## config.mk

```make
export PLATFORM = sky130hd
export DESIGN_NAME = hole_fill_neighbor_median_core
export DESIGN_NICKNAME = d
export VERILOG_FILES = /design/src/sv/hfnm_pkg.sv /design/src/sv/hole_fill_neighbor_median_core.sv /design/src/sv/hfnm_detect.sv /design/src/sv/hfnm_rank.sv /design/src/sv/hfnm_select.sv
export SDC_FILE = /design/constraint.sdc
export NUM_CORES = 1
export LEC_CHECK = 0
export BUFFER_PORTS_ARGS = -buffer_cell sky130_fd_sc_hd__buf_4
export CELL_PAD_IN_SITES_DETAIL_PLACEMENT = 0
export CELL_PAD_IN_SITES_GLOBAL_PLACEMENT = 1
export CORE_MARGIN = 3
export CORE_UTILIZATION = 55
export CTS_BUF_LIST = sky130_fd_sc_hd__clkbuf_8
export CTS_CLUSTER_SIZE = 40
export DETAILED_ROUTE_END_ITERATION = 7
export PLACE_DENSITY_LB_ADDON = 0.1
export SLEW_MARGIN = 20
export SYNTH_ARGS = -nofsm -noshare
export SYNTH_HDL_FRONTEND = slang
export SYNTH_SLANG_ARGS = --single-unit
```

## constraint.sdc

```tcl
create_clock -name clk -period 47.5 [get_ports clk]
set_input_delay 7.125 -clock clk [delete_from_list [all_inputs] [get_ports clk]]
set_output_delay 7.125 -clock clk [all_outputs]
set_load 0.02 [all_outputs]
```

## src/sv/hfnm_pkg.sv

```systemverilog
`timescale 1ns / 1ps
// ----------------------------------------------------------------------------
// hfnm_pkg
// Shared types and constants for the neighbor median hole fill pipeline.
// ----------------------------------------------------------------------------
package hfnm_pkg;

  localparam int PIX_W  = 24;
  localparam int BLUE_W = 8;
  localparam int NBR_N  = 8;
  localparam int CNT_W  = 4;
  localparam int RANK_W = 3;
  localparam int MIN_W  = 4;

  localparam logic [MIN_W-1:0] MIN_RESET = 4'd1;

  typedef logic [PIX_W-1:0]  pix_t;
  typedef logic [BLUE_W-1:0] blue_t;
  typedef logic [CNT_W-1:0]  cnt_t;
  typedef logic [RANK_W-1:0] rank_t;
  typedef logic [MIN_W-1:0]  min_t;

  // Neighbors in scan order with the center left out:
  // top left, top mid, top right, mid left, mid right,
  // bottom left, bottom mid, bottom right.
  typedef pix_t  [NBR_N-1:0] nbr_arr_t;
  typedef rank_t [NBR_N-1:0] rank_arr_t;

  typedef struct packed {
    pix_t     centre;
    nbr_arr_t nbrs;
  } win_t;

  typedef struct packed {
    pix_t             centre;
    logic             centre_black;
    nbr_arr_t         nbrs;
    logic [NBR_N-1:0] nz;
    cnt_t             count;
  } det_t;

  typedef struct packed {
    pix_t             centre;
    logic             centre_black;
    nbr_arr_t         nbrs;
    logic [NBR_N-1:0] nz;
    cnt_t             count;
    rank_arr_t        rank;
  } rnk_t;

  function automatic blue_t blue_of(pix_t px);
    return px[BLUE_W-1:0];
  endfunction

endpackage

```

## src/sv/hole_fill_neighbor_median_core.sv

```systemverilog
`timescale 1ns / 1ps
// ----------------------------------------------------------------------------
// hole_fill_neighbor_median_core
// Fills a black center pixel with the blue-median of its non-black neighbors
// when at least min_neighbors of them are non-black.
// Pipeline: an accepted input beat passes the detect, rank and select stages,
//   each one register deep, on its way to its output beat.
// Throughput: one beat per cycle; a stall at the output holds every occupied
//   stage, while empty stages ahead of it keep filling.
// Reset (rst_n low, synchronous) empties the pipeline and sets
//   min_neighbors to 1.
module hole_fill_neighbor_median_core (
  input  logic                 clk,
  input  logic                 rst_n,
  input  logic                 cfg_valid,
  output logic                 cfg_ready,
  input  hfnm_pkg::min_t       cfg_min_neighbors,
  input  logic                 in_valid,
  output logic                 in_ready,
  input  hfnm_pkg::pix_t       in_top_left,
  input  hfnm_pkg::pix_t       in_top_mid,
  input  hfnm_pkg::pix_t       in_top_right,
  input  hfnm_pkg::pix_t       in_mid_left,
  input  hfnm_pkg::pix_t       in_centre_pixel,
  input  hfnm_pkg::pix_t       in_mid_right,
  input  hfnm_pkg::pix_t       in_bottom_left,
  input  hfnm_pkg::pix_t       in_bottom_mid,
  input  hfnm_pkg::pix_t       in_bottom_right,
  output logic                 out_valid,
  input  logic                 out_ready,
  output hfnm_pkg::pix_t       out_pixel_out,
  output logic                 out_was_filled
);
  import hfnm_pkg::*;

  min_t min_r, min_nxt;
  win_t win;
  det_t det;
  rnk_t rnk;
  logic det_valid, det_ready;
  logic rnk_valid, rnk_ready;

  assign cfg_ready = 1'b1;
  assign min_nxt   = cfg_valid ? cfg_min_neighbors : min_r;

  always_ff @(posedge clk) begin
    if (!rst_n) begin
      min_r <= MIN_RESET;
    end else begin
      min_r <= min_nxt;
    end
  end

  assign win.centre = in_centre_pixel;
  assign win.nbrs   = {in_bottom_right, in_bottom_mid, in_bottom_left, in_mid_right,
                       in_mid_left, in_top_right, in_top_mid, in_top_left};

  hfnm_detect u_detect (
    .clk       (clk),
    .rst_n     (rst_n),
    .in_valid  (in_valid),
    .in_ready  (in_ready),
    .in_win    (win),
    .out_valid (det_valid),
    .out_ready (det_ready),
    .out_det   (det)
  );

  hfnm_rank u_rank (
    .clk       (clk),
    .rst_n     (rst_n),
    .in_valid  (det_valid),
    .in_ready  (det_ready),
    .in_det    (det),
    .out_valid (rnk_valid),
    .out_ready (rnk_ready),
    .out_rnk   (rnk)
  );

  hfnm_select u_select (
    .clk           (clk),
    .rst_n         (rst_n),
    .in_valid      (rnk_valid),
    .in_ready      (rnk_ready),
    .in_rnk        (rnk),
    .min_neighbors (min_r),
    .out_valid     (out_valid),
    .out_ready     (out_ready),
    .out_pixel     (out_pixel_out),
    .out_filled    (out_was_filled)
  );

endmodule

```

## src/sv/hfnm_detect.sv

```systemverilog
`timescale 1ns / 1ps
// ----------------------------------------------------------------------------
// hfnm_detect
// First stage: flags the non-black neighbors and counts them.
// ----------------------------------------------------------------------------
module hfnm_detect (
  input  logic          clk,
  input  logic          rst_n,
  input  logic          in_valid,
  output logic          in_ready,
  input  hfnm_pkg::win_t in_win,
  output logic          out_valid,
  input  logic          out_ready,
  output hfnm_pkg::det_t out_det
);
  import hfnm_pkg::*;

  logic valid_r, valid_nxt;
  det_t det_r, det_nxt;

  assign in_ready  = !valid_r || out_ready;
  assign out_valid = valid_r;
  assign out_det   = det_r;

  always_comb begin
    cnt_t cnt;
    cnt = '0;
    det_nxt.centre       = in_win.centre;
    det_nxt.centre_black = (in_win.centre == '0);
    det_nxt.nbrs         = in_win.nbrs;
    for (int i = 0; i < NBR_N; i++) begin
      det_nxt.nz[i] = |in_win.nbrs[i];
      cnt = cnt + cnt_t'(det_nxt.nz[i]);
    end
    det_nxt.count = cnt;
    valid_nxt = in_ready ? in_valid : valid_r;
  end

  always_ff @(posedge clk) begin
    if (!rst_n) begin
      valid_r <= 1'b0;
    end else begin
      valid_r <= valid_nxt;
    end
  end

  always_ff @(posedge clk) begin
    if (in_valid && in_ready) begin
      det_r <= det_nxt;
    end
  end

  a_count_matches_flags: assert property (@(posedge clk) disable iff (!rst_n)
    valid_r |-> ($countones(det_r.nz) == int'(det_r.count)))
    else $error("neighbor count disagrees with non-black flags");

endmodule

```

## src/sv/hfnm_rank.sv

```systemverilog
`timescale 1ns / 1ps
// ----------------------------------------------------------------------------
// hfnm_rank
// Second stage: ranks each neighbor among the non-black ones by blue value.
// ----------------------------------------------------------------------------
module hfnm_rank (
  input  logic          clk,
  input  logic          rst_n,
  input  logic          in_valid,
  output logic          in_ready,
  input  hfnm_pkg::det_t in_det,
  output logic          out_valid,
  input  logic          out_ready,
  output hfnm_pkg::rnk_t out_rnk
);
  import hfnm_pkg::*;

  logic valid_r, valid_nxt;
  rnk_t rnk_r, rnk_nxt;

  assign in_ready  = !valid_r || out_ready;
  assign out_valid = valid_r;
  assign out_rnk   = rnk_r;

  // A neighbor j sorts ahead of i when its blue is smaller, or equal and it
  // comes earlier in scan order; that keeps the sort stable.
  always_comb begin
    rank_t r;
    logic  ahead;
    rnk_nxt.centre       = in_det.centre;
    rnk_nxt.centre_black = in_det.centre_black;
    rnk_nxt.nbrs         = in_det.nbrs;
    rnk_nxt.nz           = in_det.nz;
    rnk_nxt.count        = in_det.count;
    for (int i = 0; i < NBR_N; i++) begin
      r = '0;
      for (int j = 0; j < NBR_N; j++) begin
        ahead = 1'b0;
        if (j != i) begin
          ahead = in_det.nz[j] &&
                  ((blue_of(in_det.nbrs[j]) < blue_of(in_det.nbrs[i])) ||
                   ((blue_of(in_det.nbrs[j]) == blue_of(in_det.nbrs[i])) && (j < i)));
        end
        r = r + rank_t'(ahead);
      end
      rnk_nxt.rank[i] = r;
    end
    valid_nxt = in_ready ? in_valid : valid_r;
  end

  always_ff @(posedge clk) begin
    if (!rst_n) begin
      valid_r <= 1'b0;
    end else begin
      valid_r <= valid_nxt;
    end
  end

  always_ff @(posedge clk) begin
    if (in_valid && in_ready) begin
      rnk_r <= rnk_nxt;
    end
  end

endmodule

```

## src/sv/hfnm_select.sv

```systemverilog
`timescale 1ns / 1ps
// ----------------------------------------------------------------------------
// hfnm_select
// Last stage: picks the median neighbor and forms the output pixel.
// ----------------------------------------------------------------------------
module hfnm_select (
  input  logic           clk,
  input  logic           rst_n,
  input  logic           in_valid,
  output logic           in_ready,
  input  hfnm_pkg::rnk_t in_rnk,
  input  hfnm_pkg::min_t min_neighbors,
  output logic           out_valid,
  input  logic           out_ready,
  output hfnm_pkg::pix_t out_pixel,
  output logic           out_filled
);
  import hfnm_pkg::*;

  logic             valid_r, valid_nxt;
  pix_t             pixel_r, pixel_nxt;
  logic             filled_r, filled_nxt;
  logic [NBR_N-1:0] sel;
  rank_t            half;
  pix_t             median;

  assign in_ready   = !valid_r || out_ready;
  assign out_valid  = valid_r;
  assign out_pixel  = pixel_r;
  assign out_filled = filled_r;
  assign half       = in_rnk.count[CNT_W-1:1];

  always_comb begin
    median = '0;
    for (int i = 0; i < NBR_N; i++) begin
      sel[i] = in_rnk.nz[i] && (in_rnk.rank[i] == half);
      median = median | (in_rnk.nbrs[i] & {PIX_W{sel[i]}});
    end
    filled_nxt = in_rnk.centre_black && (in_rnk.count != '0) &&
                 (in_rnk.count >= min_neighbors);
    if (!in_rnk.centre_black) begin
      pixel_nxt = in_rnk.centre;
    end else if (filled_nxt) begin
      pixel_nxt = median;
    end else begin
      pixel_nxt = '0;
    end
    valid_nxt = in_ready ? in_valid : valid_r;
  end

  always_ff @(posedge clk) begin
    if (!rst_n) begin
      valid_r <= 1'b0;
    end else begin
      valid_r <= valid_nxt;
    end
  end

  always_ff @(posedge clk) begin
    if (in_valid && in_ready) begin
      pixel_r  <= pixel_nxt;
      filled_r <= filled_nxt;
    end
  end

  a_one_median: assert property (@(posedge clk) disable iff (!rst_n)
    (in_valid && (in_rnk.count != '0)) |-> $onehot(sel))
    else $error("median rank not held by exactly one neighbor");

  a_fill_nonblack: assert property (@(posedge clk) disable iff (!rst_n)
    (valid_r && filled_r) |-> (pixel_r != '0))
    else $error("filled hole came out black");

endmodule
```

# [After elaboration in Yosys (flattened, before gate mapping)]
# Index checks and enable logic that the tools add are counted.
[word_totals] register_bits=514 inputBits=225 elab_cells=316 out_inout_bits=28
[op_classes] magnitude_cmp=57 bitwise=15 reduce_logical=113 n_eq_ne=36 addsub=55 muxes=2
[op_table] cell="$lt 8x8->1" count=56
[op_table] cell="$eq 8x8->1" count=28
[op_table] cell="$and 24x24->24" count=8
[op_table] cell="$reduce_or 24->1" count=8
[op_table] cell="$or 24x24->24" count=7
[op_table] cell="$add 3x1->3" count=39
[op_table] cell="$logic_and 1x1->1" count=69
[op_table] cell="$mux 24" count=2
[op_table] cell="$logic_or 1x1->1" count=31
[op_table] cell="$add 4x1->4" count=6
[op_table] cell="$eq 3x3->1" count=8
[op_table] cell="$logic_not 24->1" count=1
[op_table] cell="$add 1x1->2" count=9
[op_table] cell="$ge 4x4->1" count=1
[op_table] cell="$reduce_bool 4->1" count=1
[op_table] cell="$add 2x1->3" count=1
[op_table] cell="$logic_not 1->1" count=3

# [Longest topological paths before layout]
# Gate-level depths: netlist of the first run.
[depth] word_depth=12 ltp_mapped=16 ltp_nobuf=16

# [Modules after synthesis]
# Synthesis of the first run repeated with hierarchy kept, for this count alone.
[unflattened] cells_unflattened=1790 hier_area_um2=24982.7
[by_module_without_submodules] mod="hfnm_rank" seq_area_each_um2=7617.3 area_per_inst_um2=13833.3 instances=1 cells_per_inst=1016
[by_module_without_submodules] mod="hfnm_detect" seq_area_each_um2=6896.6 area_per_inst_um2=7567.3 instances=1 cells_per_inst=327
[by_module_without_submodules] mod="hfnm_select" seq_area_each_um2=770.7 area_per_inst_um2=3423.3 instances=1 cells_per_inst=432
[by_module_without_submodules] mod="hole_fill_neighbor_median_core" seq_area_each_um2=80.1 area_per_inst_um2=158.9 instances=1 cells_per_inst=15

# [Worst setup path after synthesis of the first run]
# OpenSTA, ideal clock, no wires.
[synth_timing] path_type="input to register" start="input port out_ready" end="register u_rank.rnk_r (netlist bit u_rank.out_rnk[0]), enable pin" t_arrival_ns=25.421 path_buffers=0 slack_ns=20.825 t_required_ns=46.246 cell_stages=2 setup_time_ns=1.254 cell_sequence="nor2b_1 > a21boi_0"
[synth_via] elab_chain_cells=3
[synth_rtl] element="start: declaration" line="hole_fill_neighbor_median_core.sv:30" rtl="input logic out_ready,"
[synth_rtl] element="$logic_or 1x1->1" line="hfnm_select.sv:27" rtl="assign in_ready = !valid_r || out_ready;"
[synth_rtl] element="$logic_or 1x1->1" line="hfnm_rank.sv:21" rtl="assign in_ready = !valid_r || out_ready;"
[synth_rtl] element="$logic_and 1x1->1" line="hfnm_rank.sv:60" rtl="if (in_valid && in_ready) begin"
[synth_rtl] element="end signal: assignment" line="hfnm_rank.sv:61" rtl="rnk_r <= rnk_nxt;"
[synth_rtl] element="end: declaration" line="hfnm_rank.sv:19" rtl="rnk_t rnk_r, rnk_nxt;"
# No other way between the ends.
# A chain may end at the register's enable or synchronous reset.

# [Final worst setup path of the first run]
[layout_timing] start="input port out_ready" end="output port in_ready"
[layout_via] elab_chain_cells=3
[layout_rtl] element="$logic_or 1x1->1" line="hfnm_select.sv:27"
[layout_rtl] element="$logic_or 1x1->1" line="hfnm_rank.sv:21"
[layout_rtl] element="$logic_or 1x1->1" line="hfnm_detect.sv:21" rtl="assign in_ready = !valid_r || out_ready;"
[layout_rtl] element="end: declaration" line="hole_fill_neighbor_median_core.sv:19" rtl="output logic in_ready,"
# No other way between the ends.

==> impl_results.md, run 1 <==
- Arrival @ worst endpoint: 8.13 ns
- Syn. warnings: 0
- Post-route minimum period: 15.26 ns
- Area of the core: 44700 um^2
- WHS Path Cells: 0
- Deepest clock path buffer count: 3
- Worst Hold Class: reg -> reg
- CP Capture Type: primary output
- CTS clk-pin slew, worst paths: 0.06 ns
- Library cells used by synthesis: 50
- Setup Skew: 0.0312 ns
- Die area: 48400 um^2
- Average wire per standard cell: 25.6 um
- Dominant synthesized flop cell: edfxtp_1
- # fillers: 3285
- Rows: 77
- Max cap viols: 0
- Syn_area_per_cell: 13.9 um^2
- Num ports: 253
- CTS tree: built
- Effective utilization at floorplan: 56.3%
- FMAX: 0.0655 GHz
- Vias in the first global route: 16321
- Syn_nets: 2325
- Largest net degree at the start of global routing: 153
- Slew at the pin with the worst max-slew slack: 1.13 ns
- Relative slew margins: 24.5%
- Cells after Synth: 1817
- Commonest non-fill, non-tap cell in the layout: edfxtp_1
- Worst skew pair latency: 0.67 ns
- Setup CP Type: in -> out
- 1st-iter DRT viols: 1698
- Worst Reg2Reg Path Length in Cells: 14
- Final hold slack: 0.397 ns
- DR vias: 16748
- DP Wirelength: 52200 um
- Max VDD drop: 0.0241 mV
- RSZ-0062 raised after global routing: false
- Pleak: 12.1 nW
- Sink Count: 514
- Clock root buffer: clkbuf_8
- Routed Antenna Nets: 0
- Tot GR Track Use: 29.6%
- Post-synth ARST share: 0%
- P&R area growth vs syn: 16.4%
- Mapped cell area: 25200 um^2
- Status: finished, final reports clean
- Yosys reg bits: 514
- Drt pass-1 iters: 5
- First-pass GRT wire length: 103000 um
- Total gr overflow: 0
- H-tree Lvls: 3
- Cts bufs inserted: 82
- Initial antenna violation count: 2
- Global placement routability congestion: 0.894
- Die Wd: 220 um
- I/O Buffers: 251
- Fin crit share: 32.1%
- Number of flops mapped to enable cells by yosys: 507
- Die height: 220 um
- CP max FO: 6
- # hold bufs at CTS: 0
- Startpoint Class: input port
- Critical Path RT: 40.38 ns
- Post_cts resized: 0
- Post-synthesis sequential area ratio: 61.0%
- Vias per inst: 6.04
- Total routed wirelength: 71100 um
- Pwr dens: 38.3 nW/um^2
- DRC errors left: 0
- Fraction of layout cells with a size suffix above 1: 18.9%
- Most frequent cells in the layout: edfxtp_1 (507), buf_4 (271), ha_1 (255), inv_1 (210), nor4_1 (126)
- Finish-stage setup viols: 0
- Slew Limit Fails: 0
- Nets: 2633
- Hold Fails Final Rpt: 0
- # Post-CTS Setup Buffers: 0
- Setup_tns: 0 ns
final timing paths:
| check | slack, ns | from | to |
|---|---|---|---|
| hold / removal | 0.40 | u_detect.out_det[49] | u_rank.out_rnk[73] |
| setup / recovery | 32.24 | out_ready | in_ready |
| hold reg to reg | 0.40 | u_detect.out_det[49] | u_rank.out_rnk[73] |
| setup reg to reg | 42.85 | u_detect.out_det[14] | u_rank.out_rnk[5] |
cell families (layout without fill, tap and decap cells):
logic type | count (synthesis) | after routing | synth area share, %
DFF | 514 | 514 | 61.0
adders and majority gates | 283 | 283 | 14.9
other | 1 | 2 | 0.0149
xor gates and xnor gates | 33 | 33 | 1.46
muxes | 4 | 4 | 0.159
buffers and inverters | 235 | 600 | 3.82
and+or+nand+nor | 400 | 400 | 8.53
AOI/OAI and AO/OA | 347 | 347 | 10.1
synthesized netlist by cell type (22+ instances only):
cell type  number  area share (%)
edfxtp_1      507              60
nor4_1        126             3.1
o2111a_1       24             1.1
nand2_1       119             1.8
nand3_1        33            0.66
buf_2          22            0.44
a21o_1         68             2.0
a22oi_1        26            0.78
nor2_1         22            0.33
o21ai_0        44            0.87
nand4_1        22            0.55
o22ai_1        35            0.87
ha_1          255              13
a21oi_1        76             1.5
nor2b_1        24            0.60
fa_1           28             2.2
inv_1         187             2.8
flip-flops by register name, indices dropped and copies added, names as in the netlist:
signal               cells
u_select.out_filled      1
u_select.out_pixel      24
u_select.out_valid       1
u_detect.out_det       229
u_rank.out_rnk         253
u_rank.out_valid         1
u_detect.out_valid       1
min_r                    4
per-layer routing:
| layer | vias to the layer above | share of wire (%) | GRT usage, % |
|---|---|---|---|
| met2 | 820 | 45 | 45.3 |
| met4 | 0 | 3.3 | 10.8 |
| met3 | 126 | 9.7 | 7.76 |
| li1 | 7636 | - | - |
| met1 | 8166 | 42 | 41.1 |
| met5 | - | 0 | 0 |
critical path, cell delays in order:
cell	delay, ns
buf_4	0.11
nor2b_1	0.53
nand3_1	0.18
buf_4	0.19
per-stage QoR:
stage          utilization, %  total power, mW  cell area [um^2]  std cells  worst slack [ns]
3_3_place_gp             62.0            0.760             27700       2633             32.27
3_5_place_dp             62.1            0.769             27800       2633             32.23
6_report                 65.6             1.12             29300       2775             32.24
5_1_grt                  65.6             1.18             29300       2775             32.17
2_1_floorplan               -            0.697             25200       1817             20.83
4_1_cts                  65.5             1.13             29300       2774             32.22
where the power goes:
group / switching (mW) / total, mW / internal, mW
sequential: 0.0244 / 0.564 / 0.540
combinational: 0.122 / 0.201 / 0.0787
clock: 0.172 / 0.358 / 0.186
total: 0.318 / 1.12 / 0.805
area by class of cell:
type	count	area [um^2]	area share, %
Inverter	187	702	2.40
Timing Repair Buffer	272	2050	7.01
Clock buffer	83	1140	3.90
Antenna cell	1	2.50	0.00854
Tap cell	592	741	2.53
Sequential cell	514	15400	52.4
Clock inverter	58	384	1.31
Multi-Input combinational cell	1068	8910	30.4
Power figures use the tool's default switching activity.
==> run 2, diff against run 1 <==
--- a/config.mk
+++ b/config.mk
@@ -9,7 +9,7 @@
 export CELL_PAD_IN_SITES_DETAIL_PLACEMENT = 0
 export CELL_PAD_IN_SITES_GLOBAL_PLACEMENT = 1
 export CORE_MARGIN = 3
-export CORE_UTILIZATION = 55
+export CORE_UTILIZATION = 51
 export CTS_BUF_LIST = sky130_fd_sc_hd__clkbuf_8
 export CTS_CLUSTER_SIZE = 40
 export DETAILED_ROUTE_END_ITERATION = 7
==> constraint.sdc (replaced) <==
create_clock -name clk -period 15.35 [get_ports clk]
set_input_delay 2.3025 -clock clk [delete_from_list [all_inputs] [get_ports clk]]
set_output_delay 2.3025 -clock clk [all_outputs]
set_load 0.02 [all_outputs]
==> impl_results.md, run 2 (synthesis gave the netlist of run 1 again) <==
- Die area: 52100 um^2
- Vias per inst: 5.89
- DR WL met3: 6610 um
- Average wire per standard cell: 25.8 um
- Max reg flops: 253
- Post_cts resized: 0
- CP max FO: 6
- CP dominant cell by count: buf_4
- Slew at the pin with the worst max-slew slack: 1.13 ns
- Arrival @ worst endpoint: 3.29 ns
- Effective utilization at floorplan: 52.2%
- First-pass GRT wire length: 107000 um
- Rows: 80
- CP Capture Type: primary output
- Total gr overflow: 0
- Pleak: 12.1 nW
- Clock root buffer: clkbuf_8
- Tot GR Track Use: 28.0%
- Startpoint Class: input port
- Sink Count: 514
- Highest Signal Layer: met5
- Global placement routability congestion: 0.932
- Slowest stage cell, crit path: nor2b_1
- CTS tree: built
- CTS clk-pin slew, worst paths: 0.06 ns
- Pre-CTS WS: 9.10 ns
- # hold bufs at CTS: 0
- Slew Limit Fails: 0
- FMAX: 0.179 GHz
- P&R area growth vs syn: 16.9%
- Pwr dens: 120 nW/um^2
- Top delay family on crit path: simple AND/OR/NAND/NOR gates
- Fraction of layout cells with a size suffix above 1: 18.8%
- Vias in the first global route: 16315
- Largest net degree at the start of global routing: 184
- DRC errors left: 0
- # Post-CTS Setup Buffers: 0
- Routed length on met2: 33000 um
- Worst skew pair latency: 0.67 ns
- Cts bufs inserted: 83
- Critical Path RT: 13.05 ns
- Max VDD drop: 0.0826 mV
- Hold Fails Final Rpt: 0
- Max cap viols: 0
- Setup Skew: 0.0253 ns
- Initial antenna violation count: 3
- Core Util, Final: 61.0%
- M1 wire length: 32100 um
- Deepest clock path buffer count: 3
- Total routed wirelength: 73600 um
- Die height: 228 um
- DP Wirelength: 54200 um
- Largest stage delay on the critical path: 0.51 ns
- Nets: 2635
- Num ports: 253
- Fin crit share: 36.4%
- I/O Buffers: 251
- Drt pass-1 iters: 5
- Commonest non-fill, non-tap cell in the layout: edfxtp_1
- Most frequent cells in the layout: edfxtp_1 (507), buf_4 (272), ha_1 (255), inv_1 (214), nor4_1 (126)
- # fillers: 3772
- Die Wd: 228 um
- RSZ-0062 raised after global routing: false
- Setup_tns: 0 ns
- Status: finished, final reports clean
- Routed Antenna Nets: 0
- WP buf/inv: 2
- Area of the core: 48200 um^2
- DR vias: 16787
- Relative slew margins: 24.7%
- Setup CP Type: in -> out
- Post-route minimum period: 5.59 ns
- H-tree Lvls: 3
- 1st-iter DRT viols: 1613
- Setup WS post-layout: 9.76 ns
- CP Cell Sequence: buf_4, nor2b_1, nand3_1, buf_4
- Worst Hold Class: reg -> reg
- Finish-stage setup viols: 0
## run 2: routing by layer
metal  up-vias  global-route usage [%]
met5         -                       0
met4         2                    7.50
met3       114                    6.72
met2       798                    42.6
met1      8241                    40.6
li1       7632                       -
## run 2: cell type report
cell class	count	area [um^2]	share of cell area [%]
antenna	2	5.00	0.0170
clock buffer	86	1180	4.02
clock inverter	64	402	1.37
inverter	187	702	2.39
multi-input combinational	1068	8870	30.2
sequential	514	15400	52.2
tap	656	821	2.79
timing repair buffer	273	2060	7.01
## run 2: per-stage QoR
step	instance area, um^2	instances	power [mW]	hold WS [ns]
2_1_floorplan	25200	1817	2.15	0.400
3_3_place_gp	27800	2698	2.37	0.401
3_5_place_dp	27800	2698	2.39	0.405
4_1_cts	29400	2848	3.53	0.406
5_1_grt	29400	2849	3.68	0.420
6_report	29400	2850	3.52	0.402
## run 2: worst reg2reg max path: cells and delay by family, from the launching register on
family,cells,cell delay (ns)
xor gates and xnor gates,1,0.17
AOI/OAI and AO/OA,3,1.05
adders and majority gates,6,2.21
buffers and inverters,3,0.42
and+or+nand+nor,1,0.21
DFF,1,0.44
## run 2: final timing paths
check / start / to / slack (ns) / cells past startpoint
max reg2reg: u_detect.out_det[14] / u_rank.out_rnk[5] / 10.60 / 14
max: out_ready / in_ready / 9.76 / 4
min reg2reg: u_detect.out_det[175] / u_rank.out_rnk[199] / 0.40 / 0
min: u_detect.out_det[175] / u_rank.out_rnk[199] / 0.40 / 0
## run 2: power by group
part / leakage, nW / switching, mW / internal, mW
Combinational: 6.28 / 0.387 / 0.244
Sequential: 4.90 / 0.0773 / 1.67
Clock: 0.912 / 0.545 / 0.592
==> run 3, diff against run 2 <==
--- a/config.mk
+++ b/config.mk
@@ -5,11 +5,12 @@
 export SDC_FILE = /design/constraint.sdc
 export NUM_CORES = 1
 export LEC_CHECK = 0
+export ABC_AREA = 1
 export BUFFER_PORTS_ARGS = -buffer_cell sky130_fd_sc_hd__buf_4
 export CELL_PAD_IN_SITES_DETAIL_PLACEMENT = 0
 export CELL_PAD_IN_SITES_GLOBAL_PLACEMENT = 1
 export CORE_MARGIN = 3
-export CORE_UTILIZATION = 51
+export CORE_UTILIZATION = 45
 export CTS_BUF_LIST = sky130_fd_sc_hd__clkbuf_8
 export CTS_CLUSTER_SIZE = 40
 export DETAILED_ROUTE_END_ITERATION = 7
==> constraint.sdc (replaced) <==
create_clock -name clk -period 4.6 [get_ports clk]
set_input_delay 0.69 -clock clk [delete_from_list [all_inputs] [get_ports clk]]
set_output_delay 0.69 -clock clk [all_outputs]
set_load 0.02 [all_outputs]
==> impl_results.md, run 3 <==
- Num ports: 253
- DR WL met3: 5270 um
- Clock root buffer: clkbuf_8
- Worst skew pair latency: 0.65 ns
- Pwr dens: 374 nW/um^2
- Routed length on met2: 34900 um
- Switching Fraction: 28.1%
- Fin crit share: 92.4%
- Post_cts resized: 0
- Non-Filler Instances: 3273
- Largest net degree at the start of global routing: 166
- CP dominant cell by count: inv_1
- Max VDD drop: 0.244 mV
- CTS tree: built
- Setup Skew: 0.0312 ns
- Cells after DPL: 3115
- # hold bufs at CTS: 0
- Cts bufs inserted: 85
- Hold Fails Final Rpt: 0
- Mapped cell area: 25300 um^2
- # Post-CTS Setup Buffers: 0
- M1 wire length: 33400 um
- H-tree Lvls: 3
- Post-synthesis sequential area ratio: 60.8%
- Vias per inst: 5.40
- Total routed wirelength: 76100 um
- Syn_nets: 2603
- CP Cell Sequence: inv_1, ha_1, nand2_1, nor2_1, a211oi_1, nand3_1, nand2_1, inv_1, ha_1, inv_1, fa_1, inv_1, fa_1, ha_1, fa_1, xor2_1
- 1st-iter DRT viols: 1357
- Core Util, Final: 54.1%
- Number of flops mapped to enable cells by yosys: 507
- Comb power frac: 16.4%
- Vias in the first global route: 17495
- Most frequent cells in the layout: edfxtp_1 (507), nand2_1 (380), buf_4 (309), ha_1 (255), nand3_1 (208)
- Design area: 29900 um^2
- Relative slew margins: 23.6%
- Arrival @ worst endpoint: 4.63 ns
- DRC errors left: 0
- Area of the core: 55300 um^2
- Startpoint Class: flop
- Cells after Synth: 2095
- Global placement routability congestion: 0.926
- Routed Antenna Nets: 0
- First-pass GRT wire length: 111000 um
- CP max FO: 7
- Yosys reg bits: 514
- DR vias: 17658
- Final hold slack: 0.222 ns
- Total gr overflow: 0
- Clock power frac: 33.1%
- P&R area growth vs syn: 18.5%
- Slowest stage cell, crit path: fa_1
- Critical Path RT: 4.98 ns
- Slew Limit Fails: 0
- Most common cell in the synthesized netlist: edfxtp_1
- Die Wd: 243 um
- Internal: 8.05 mW
- Drt pass-1 iters: 7
- Sink Count: 514
- Slew at the pin with the worst max-slew slack: 1.15 ns
- Initial antenna violation count: 6
- Synth top cells by count: edfxtp_1 (507), nand2_1 (382), ha_1 (255), nand3_1 (208), inv_1 (187)
- Highest Signal Layer: met5
- Syn_area_per_cell: 12.1 um^2
- Max cap viols: 0
- Die height: 243 um
- Deepest clock path buffer count: 3
- Commonest non-fill, non-tap cell in the layout: edfxtp_1
- Die area: 59000 um^2
- Largest stage delay on the critical path: 0.52 ns
- Post-synth top area cell: edfxtp_1
- Rows: 86
- Status: finished, final reports clean
- DP Wirelength: 57600 um
- Total power: 11.2 mW
- Switching power total: 3.15 mW
- RSZ-0062 raised after global routing: false
- Syn. warnings: 0
- Finish-stage setup viols: 0
- Post-synth ARST share: 0%
- Pleak: 12.8 nW
- Effective utilization at floorplan: 45.7%
- CP Capture Type: flop
- Nets: 2962
- Average wire per standard cell: 23.3 um
- Tot GR Track Use: 25.7%
- Dominant cells by area after synthesis: edfxtp_1 (60%), ha_1 (13%), nand2_1 (5.7%)
- Library cells used by synthesis: 40
- Reg power frac: 50.5%
- Yosys top cell area share: 60.3%
- FMAX: 0.235 GHz
- Worst Hold Class: in -> reg
- Setup CP Type: reg -> reg
- Post-DP Area: 28300 um^2
- Post-route minimum period: 4.25 ns
- Max reg flops: 253
- CTS clk-pin slew, worst paths: 0.07 ns
- Fraction of layout cells with a size suffix above 1: 19.1%
- I/O Buffers: 251
- Dominant synthesized flop cell: edfxtp_1
run 3: power groups by stage:
stage / Combinational (mW) / Clock [mW] / Sequential, mW
global route: 2.07 / 4.02 / 5.67
floorplan: 1.11 / 0 / 5.72
finish: 1.84 / 3.70 / 5.66
global placement: 1.78 / 0 / 5.75
CTS: 1.84 / 3.80 / 5.66
detailed placement: 1.83 / 0 / 5.75
run 3: final timing paths:
path,from,endpoint,slack (ns),cells past startpoint
max,u_detect.out_det[19],u_rank.out_rnk[23],0.35,16
min,in_top_left[1],u_detect.out_det[13],0.22,1
max reg2reg,u_detect.out_det[19],u_rank.out_rnk[23],0.35,16
min reg2reg,u_detect.out_det[77],u_rank.out_rnk[101],0.41,0
run 3: layout make-up:
cell class | count | area [um^2]
fill | 4809 | 25400
clock inverter | 64 | 323
inverter | 192 | 743
antenna | 3 | 7.51
clock buffer | 91 | 1250
multi-input combinational | 1349 | 8930
tap | 748 | 936
sequential | 514 | 15400
timing repair buffer | 312 | 2380
run 3: per-stage QoR:
step / setup TNS (ns) / setup slack (ns)
3_3_place_gp: 0 / 0.215
2_1_floorplan: -241.96 / -0.583
4_1_cts: 0 / 0.368
6_report: 0 / 0.348
5_1_grt: 0 / 0.115
3_5_place_dp: 0 / 0.196
run 3: worst max-delay path: cells and delay by family, from the launching register on:
family / cells / cell delay [ns]
compound gates: 1 / 0.29
xor+xnor: 1 / 0.16
fa+ha+maj: 6 / 2.17
buf+inv: 4 / 0.50
flops: 1 / 0.46
simple gates: 4 / 0.38
run 3: routing by layer:
metal	vias up	global-route usage, %
li1	8272	-
met1	8571	35.7
met2	660	40.7
met3	151	4.73
met4	4	9.14
met5	-	0
run 3: kinds of logic (layout without fill, tap and decap cells):
family                     after synthesis  count (layout)  share of synthesized area (%)
xor gates and xnor gates                10              10                          0.347
other                                    1               4                         0.0148
DFF                                    514             514                           60.8
adders and majority gates              283             283                           14.8
buffers and inverters                  232             659                           4.03
and+or+nand+nor                        861             861                           15.7
AOI/OAI and AO/OA                      194             194                           4.25
